[src/rtl/core/ira_pkg.sv]
package ira_pkg;

    localparam int SAMPLE_WIDTH = 16;

    typedef logic signed [SAMPLE_WIDTH-1:0] sample_t;

    typedef enum logic [1:0] {
        MODE_PASS  = 2'd0,
        MODE_UP2   = 2'd1,
        MODE_DOWN3 = 2'd2,
        MODE_DOWN2 = 2'd3
    } mode_t;

endpackage

[src/rtl/core/integer_ratio_audio_resampler_top.sv]
// registered: an input request's first result is shown in the cycle after the input is accepted
// throughput: one input request per cycle when it causes at most one result and out_stall is low;
//   in 2x upsampling a new input stalls until the previous input's last result (of up to three at a chunk end)
//   is taken from the three-entry result buffer through the single result port
// reset: asynchronous active-low rst_n clears mode (pass through) and chunk state and empties the result buffer
module integer_ratio_audio_resampler_top (
    input  logic             clk,
    input  logic             rst_n,
    input  logic             cfg_valid,
    output logic             cfg_ready,
    input  logic [1:0]       cfg_data,
    input  logic             in_valid,
    output logic             in_stall,
    input  ira_pkg::sample_t sample_in,
    input  logic             chunk_end,
    output logic             out_valid,
    input  logic             out_stall,
    output ira_pkg::sample_t sample_out,
    output logic             last_of_run
);
    import ira_pkg::*;

    localparam int SW    = SAMPLE_WIDTH;
    localparam int SUM_W = SW + 2;
    localparam logic [SW+1:0] ONE_WIDE   = 1;
    localparam logic [SW+1:0] RECIP_WIDE =
        ((ONE_WIDE << (SW + 1)) + (SW+2)'(2)) / (SW+2)'(3);
    localparam logic [SW:0] DIV3_RECIP = RECIP_WIDE[SW:0];

    mode_t                    mode_reg;
    sample_t                  prev_reg,  prev_next;
    logic                     have_prev_reg, have_prev_next;
    logic [1:0]               phase_reg, phase_next;
    logic signed [SUM_W-1:0]  sum_reg,   sum_next;
    sample_t                  res_reg [3];
    sample_t                  res_next [3];
    logic [1:0]               rem_reg,   rem_next;

    logic                     cfg_we;
    logic                     in_acc;
    logic                     out_take;

    logic signed [SW:0]       pair_sum;
    logic signed [SW:0]       pair_adj;
    sample_t                  avg;
    logic signed [SUM_W-1:0]  tri_sum;
    logic                     tri_neg;
    logic [SUM_W-1:0]         tri_abs;
    logic [2*SW+1:0]          tri_prod;
    logic [SW:0]              tri_q;
    sample_t                  tri_mean;

    sample_t                  load [3];
    logic [1:0]               load_cnt;

    assign cfg_ready = 1'b1;
    assign cfg_we    = cfg_valid && cfg_ready;
    assign out_valid = rem_reg != 2'd0;
    assign out_take  = out_valid && !out_stall;
    assign in_stall  = !((rem_reg == 2'd0) || ((rem_reg == 2'd1) && !out_stall));
    assign in_acc    = in_valid && !in_stall;

    assign sample_out  = res_reg[0];
    assign last_of_run = rem_reg == 2'd1;

    // truncated mean of neighbours
    assign pair_sum = (SW+1)'(prev_reg) + (SW+1)'(sample_in);
    assign pair_adj = pair_sum + {{SW{1'b0}}, pair_sum[SW]};
    assign avg      = pair_adj[SW:1];

    // triple mean, divide by three through reciprocal multiply
    assign tri_sum  = sum_reg + SUM_W'(sample_in);
    assign tri_neg  = tri_sum[SUM_W-1];
    assign tri_abs  = tri_neg ? SUM_W'(-tri_sum) : SUM_W'(tri_sum);
    assign tri_prod = tri_abs[SW:0] * DIV3_RECIP;
    assign tri_q    = tri_prod[2*SW+1:SW+1];
    assign tri_mean = tri_neg ? sample_t'(-tri_q[SW-1:0]) : sample_t'(tri_q[SW-1:0]);

    always_comb
    begin
        prev_next      = prev_reg;
        have_prev_next = have_prev_reg;
        phase_next     = phase_reg;
        sum_next       = sum_reg;
        load[0]        = sample_in;
        load[1]        = sample_in;
        load[2]        = sample_in;
        load_cnt       = 2'd0;

        unique case (mode_reg)
            MODE_PASS:
            begin
                load_cnt = 2'd1;
            end
            MODE_UP2:
            begin
                if (have_prev_reg)
                begin
                    load[0]  = avg;
                    load_cnt = chunk_end ? 2'd3 : 2'd2;
                end
                else
                begin
                    load_cnt = chunk_end ? 2'd2 : 2'd1;
                end
                prev_next      = sample_in;
                have_prev_next = 1'b1;
            end
            MODE_DOWN3:
            begin
                if (phase_reg >= 2'd2)
                begin
                    load[0]    = tri_mean;
                    load_cnt   = 2'd1;
                    sum_next   = '0;
                    phase_next = 2'd0;
                end
                else
                begin
                    sum_next   = tri_sum;
                    phase_next = phase_reg + 2'd1;
                end
            end
            MODE_DOWN2:
            begin
                if (phase_reg == 2'd0)
                begin
                    prev_next  = sample_in;
                    phase_next = 2'd1;
                end
                else
                begin
                    load[0]    = prev_reg;
                    load_cnt   = 2'd1;
                    phase_next = 2'd0;
                end
            end
            default:
            begin
                load_cnt = 2'd0;
            end
        endcase

        if (chunk_end)
        begin
            prev_next      = '0;
            have_prev_next = 1'b0;
            phase_next     = 2'd0;
            sum_next       = '0;
        end

        res_next[0] = res_reg[1];
        res_next[1] = res_reg[2];
        res_next[2] = res_reg[2];
        rem_next    = out_take ? rem_reg - 2'd1 : rem_reg;
        if (in_acc)
        begin
            res_next = load;
            rem_next = load_cnt;
        end
        else if (!out_take)
        begin
            res_next = res_reg;
        end
    end

    always_ff @(posedge clk or negedge rst_n)
    begin
        if (!rst_n)
        begin
            mode_reg      <= MODE_PASS;
            prev_reg      <= '0;
            have_prev_reg <= 1'b0;
            phase_reg     <= 2'd0;
            sum_reg       <= '0;
            rem_reg       <= 2'd0;
        end
        else
        begin
            rem_reg <= rem_next;
            if (cfg_we)
            begin
                mode_reg      <= mode_t'(cfg_data);
                prev_reg      <= '0;
                have_prev_reg <= 1'b0;
                phase_reg     <= 2'd0;
                sum_reg       <= '0;
            end
            else if (in_acc)
            begin
                prev_reg      <= prev_next;
                have_prev_reg <= have_prev_next;
                phase_reg     <= phase_next;
                sum_reg       <= sum_next;
            end
        end
    end

    always_ff @(posedge clk)
    begin
        res_reg <= res_next;
    end

    a_phase_range: assert property (@(posedge clk) disable iff (!rst_n)
        phase_reg != 2'd3)
        else $error("group phase out of range");

    a_pair_phase: assert property (@(posedge clk) disable iff (!rst_n)
        (mode_reg == MODE_DOWN2) |-> (phase_reg <= 2'd1))
        else $error("pair phase out of range");

    a_pass_result: assert property (@(posedge clk) disable iff (!rst_n)
        (in_acc && !cfg_we && mode_reg == MODE_PASS) |=>
            (out_valid && last_of_run && sample_out == $past(sample_in)))
        else $error("pass through result wrong");

    a_cfg_clear: assert property (@(posedge clk) disable iff (!rst_n)
        cfg_we |=> (!have_prev_reg && phase_reg == 2'd0 && sum_reg == '0))
        else $error("chunk state not cleared on mode write");

    a_result_kept: assert property (@(posedge clk) disable iff (!rst_n)
        (out_valid && out_stall) |=> (out_valid && $stable(sample_out)))
        else $error("stalled result lost");

endmodule
[config.mk]
export PLATFORM = sky130hd
export DESIGN_NAME = integer_ratio_audio_resampler_top
export DESIGN_NICKNAME = d
export VERILOG_FILES = /design/src/rtl/core/ira_pkg.sv /design/src/rtl/core/integer_ratio_audio_resampler_top.sv
export SDC_FILE = /design/constraint.sdc
export NUM_CORES = 1
export LEC_CHECK = 0
export BUFFER_PORTS_ARGS = -buffer_cell sky130_fd_sc_hd__buf_2
export CAP_MARGIN = 10
export CORE_MARGIN = 2
export CORE_UTILIZATION = 35
export DETAILED_ROUTE_END_ITERATION = 12
export GPL_TIMING_DRIVEN = 0
export SLEW_MARGIN = 40
export SYNTH_ARGS = -nofsm -noshare
export SYNTH_HDL_FRONTEND = slang
export SYNTH_SLANG_ARGS = --single-unit
[constraint.sdc]
create_clock -name clk -period 11.1 [get_ports clk]
set_clock_uncertainty 0.2 [all_clocks]
set_input_delay 2.22 -clock clk [delete_from_list [all_inputs] [get_ports clk]]
set_output_delay 2.22 -clock clk [all_outputs]
set_load 0.02 [all_outputs]
==> impl_metrics.json <==
{
  "outcome": "complete, no violations",
  "grt_pass1_wl_um": 61600,
  "synth_area_um2": 12800,
  "io_pins": 44,
  "detailed_place_hpwl_um": 30700,
  "path_delay_family": "adder cells",
  "insertion_delay_ns": 0.36,
  "ant_nets": 0,
  "num_rows": 69,
  "rsz0062_at_grt": "true",
  "reg2reg_depth": 42,
  "holdPathEnd": "sum_reg[8]",
  "fp.dieW_um": 195,
  "finalCritPeriodShare_pct": 99.8,
  "cp.buffers_inverters": 11,
  "ys_seq_area_share_pct": 19.3,
  "cp.required_ns": 11.01,
  "dp_worst_setup_slack_ns": -1.76,
  "max_cap_violations": 0,
  "core_um2": 35700,
  "hold_slack_ns": 0.315,
  "fmax_mhz": 90.3,
  "viasPerCell": 5.57,
  "maxSlewHeadroom_pct": 43.7,
  "synthCells": 1475,
  "overflow": 0,
  "largest_reg_flops": 32,
  "async_reset_ff_share_pct": 46.1,
  "worst_path_largest_cell_delay_ns": 0.57,
  "hold_violations": 0,
  "vias": 11609,
  "finalWirelength_um": 40200,
  "synth_largest_area_cell": "ha_1",
  "ctsHtreeMaxLevel": 3,
  "drive_gt1_share_pct": 23.2,
  "critPathSlowestCell": "fa_1",
  "setup_viol": 0,
  "synthFlopType": "edfxtp_1",
  "place_congestion": 0.986,
  "reg2reg_slack_ns": 1.58,
  "tightest_slew_ns": 0.838,
  "portBuffers": 42,
  "hp-class": "reg2reg",
  "critPathKind": "in2reg",
  "tritoncts": "built",
  "r2r_end": "sample_out[11]",
  "grt_max_degree": 42,
  "wire_per_inst_um": 19.3,
  "cts.clk_slew.worst_paths_ns": 0.07,
  "grt_usage_pct": 20.4,
  "end_kind": "flip-flop",
  "synthTopCellsByArea": "ha_1, fa_1, edfxtp_1",
  "synth_commonest_cells": "inv_1, ha_1, nand2_1",
  "yosysWarnings": 0,
  "arrival_ns": 10.99,
  "start_util_pct": 35.7,
  "chipHeight_um": 195,
  "rr_startpoint": "sum_reg[0]",
  "grt_pass1_vias": 11304,
  "ys_ff_latch": 89,
  "synth_most_common_cell": "inv_1",
  "syn_avg_cell_area_um2": 8.65,
  "cp_max_fo": 8,
  "period_minus_slack_ns": 11.08,
  "drc": 0,
  "cts_sinks": 89,
  "nets": 1895,
  "clockBufferDepth": 2,
  "crit_path_start_kind": "primary input",
  "numCtsBuffers": 9,
  "drt_first_pass_iters": 8,
  "slew_violations": 0,
  "diodes": 0,
  "syn-num-nets": 1753,
  "nFillCells": 3375,
  "drt_iter0_drc": 988,
  "min_path_cells": 1,
  "setup_ws_ns": 0.0219,
  "antenna_found_initial": 0,
  "synth_top_area_share_pct": 16.4,
  "root_buffer": "clkbuf_16",
  "areaGrowthSynthToFinish_pct": 26.3,
  "synth_edf_count": 48,
  "worst_hold_startpoint": "sum_reg[8]",
  "die_area_um2": 38000,
  "synth_cell_type_count": 80
}
cell usage in the layout (no fill, tap or decap), types with 37 or more instances in the layout:
master      n
buf_4     108
dfrtp_1    41
edfxtp_1   48
inv_1     194
a21oi_1    76
nand2_1    99
o21ai_0    67
nor2_1     82
ha_1      145
fa_1       85
xnor2_1    37
buf_2      37
per-stage QoR:
| step | cell area (µm²) | cells | util, % | TNS [ns] |
|---|---|---|---|---|
| 2_1_floorplan | 12800 | 1475 | - | -0.00544 |
| 3_3_place_gp | 13600 | 1978 | 38.1 | -22.65 |
| 3_5_place_dp | 13600 | 1978 | 38.1 | -24.11 |
| 4_1_cts | 15200 | 2037 | 42.6 | -0.462 |
| 5_1_grt | 16100 | 2083 | 45.1 | -2.29 |
| 6_report | 16100 | 2083 | 45.1 | 0 |
worst max-delay path by stage:
stage                  startpoint              to  cells past startpoint
global placement     sample_in[0]  sample_out[15]                     38
global route        sample_in[13]  sample_out[10]                     35
floorplan            sample_in[0]  sample_out[10]                     39
CTS                  sample_in[0]  sample_out[10]                     41
finish               sample_in[0]  sample_out[11]                     43
detailed placement   sample_in[0]  sample_out[15]                     38
cells by family (layout without fill, tap and decap cells):
logic type	after synthesis	count (layout)	synth area share, %
simple gates	386	386	15.3
compound gates	375	375	19.5
buf+inv	264	411	8.26
fa+ha+maj	254	254	30.0
flops	89	89	19.3
xor+xnor	88	88	6.04
mux	18	18	1.56
other cells	1	1	0.0294
worst register-to-register path, delay by kind of cell, from the launching register on:
| family | cells | cell delay [ns] |
|---|---|---|
| fa+ha+maj | 9 | 3.21 |
| flops | 1 | 0.39 |
| buf+inv | 10 | 0.96 |
| compound gates | 8 | 1.08 |
| simple gates | 12 | 2.75 |
| xor+xnor | 3 | 0.68 |
repair_timing:
| action | in CTS | in global routing |
|---|---|---|
| buffers inserted | 46 | 48 |
| pin swaps | 60 | 96 |
| endpoints found under the setup margin | 16 | 16 |
| hold buffers | 0 | 0 |
| resized for setup | 170 | 97 |
per-layer routing:
metal / GRT usage [%] / wire (µm) / up-vias
met5: 0 / 0 / -
met4: 7.24 / 1670 / 0
met3: 2.57 / 2400 / 103
met2: 34.1 / 18700 / 439
met1: 27.3 / 17400 / 5618
li1: - / - / 5449
area by class of cell:
class | instances | area, µm² | area share [%]
Multi-Input combinational cell | 1122 | 10700 | 66.3
Sequential cell | 89 | 2470 | 15.3
Timing Repair Buffer | 134 | 945 | 5.86
Inverter | 206 | 781 | 4.84
Tap cell | 461 | 577 | 3.58
Buffer | 55 | 299 | 1.85
Clock buffer | 9 | 225 | 1.40
Clock inverter | 7 | 149 | 0.923
Power is left out: the tool's default activity adds up to more than one toggle a clock period on the data nets, which glitch-free logic cannot reach.
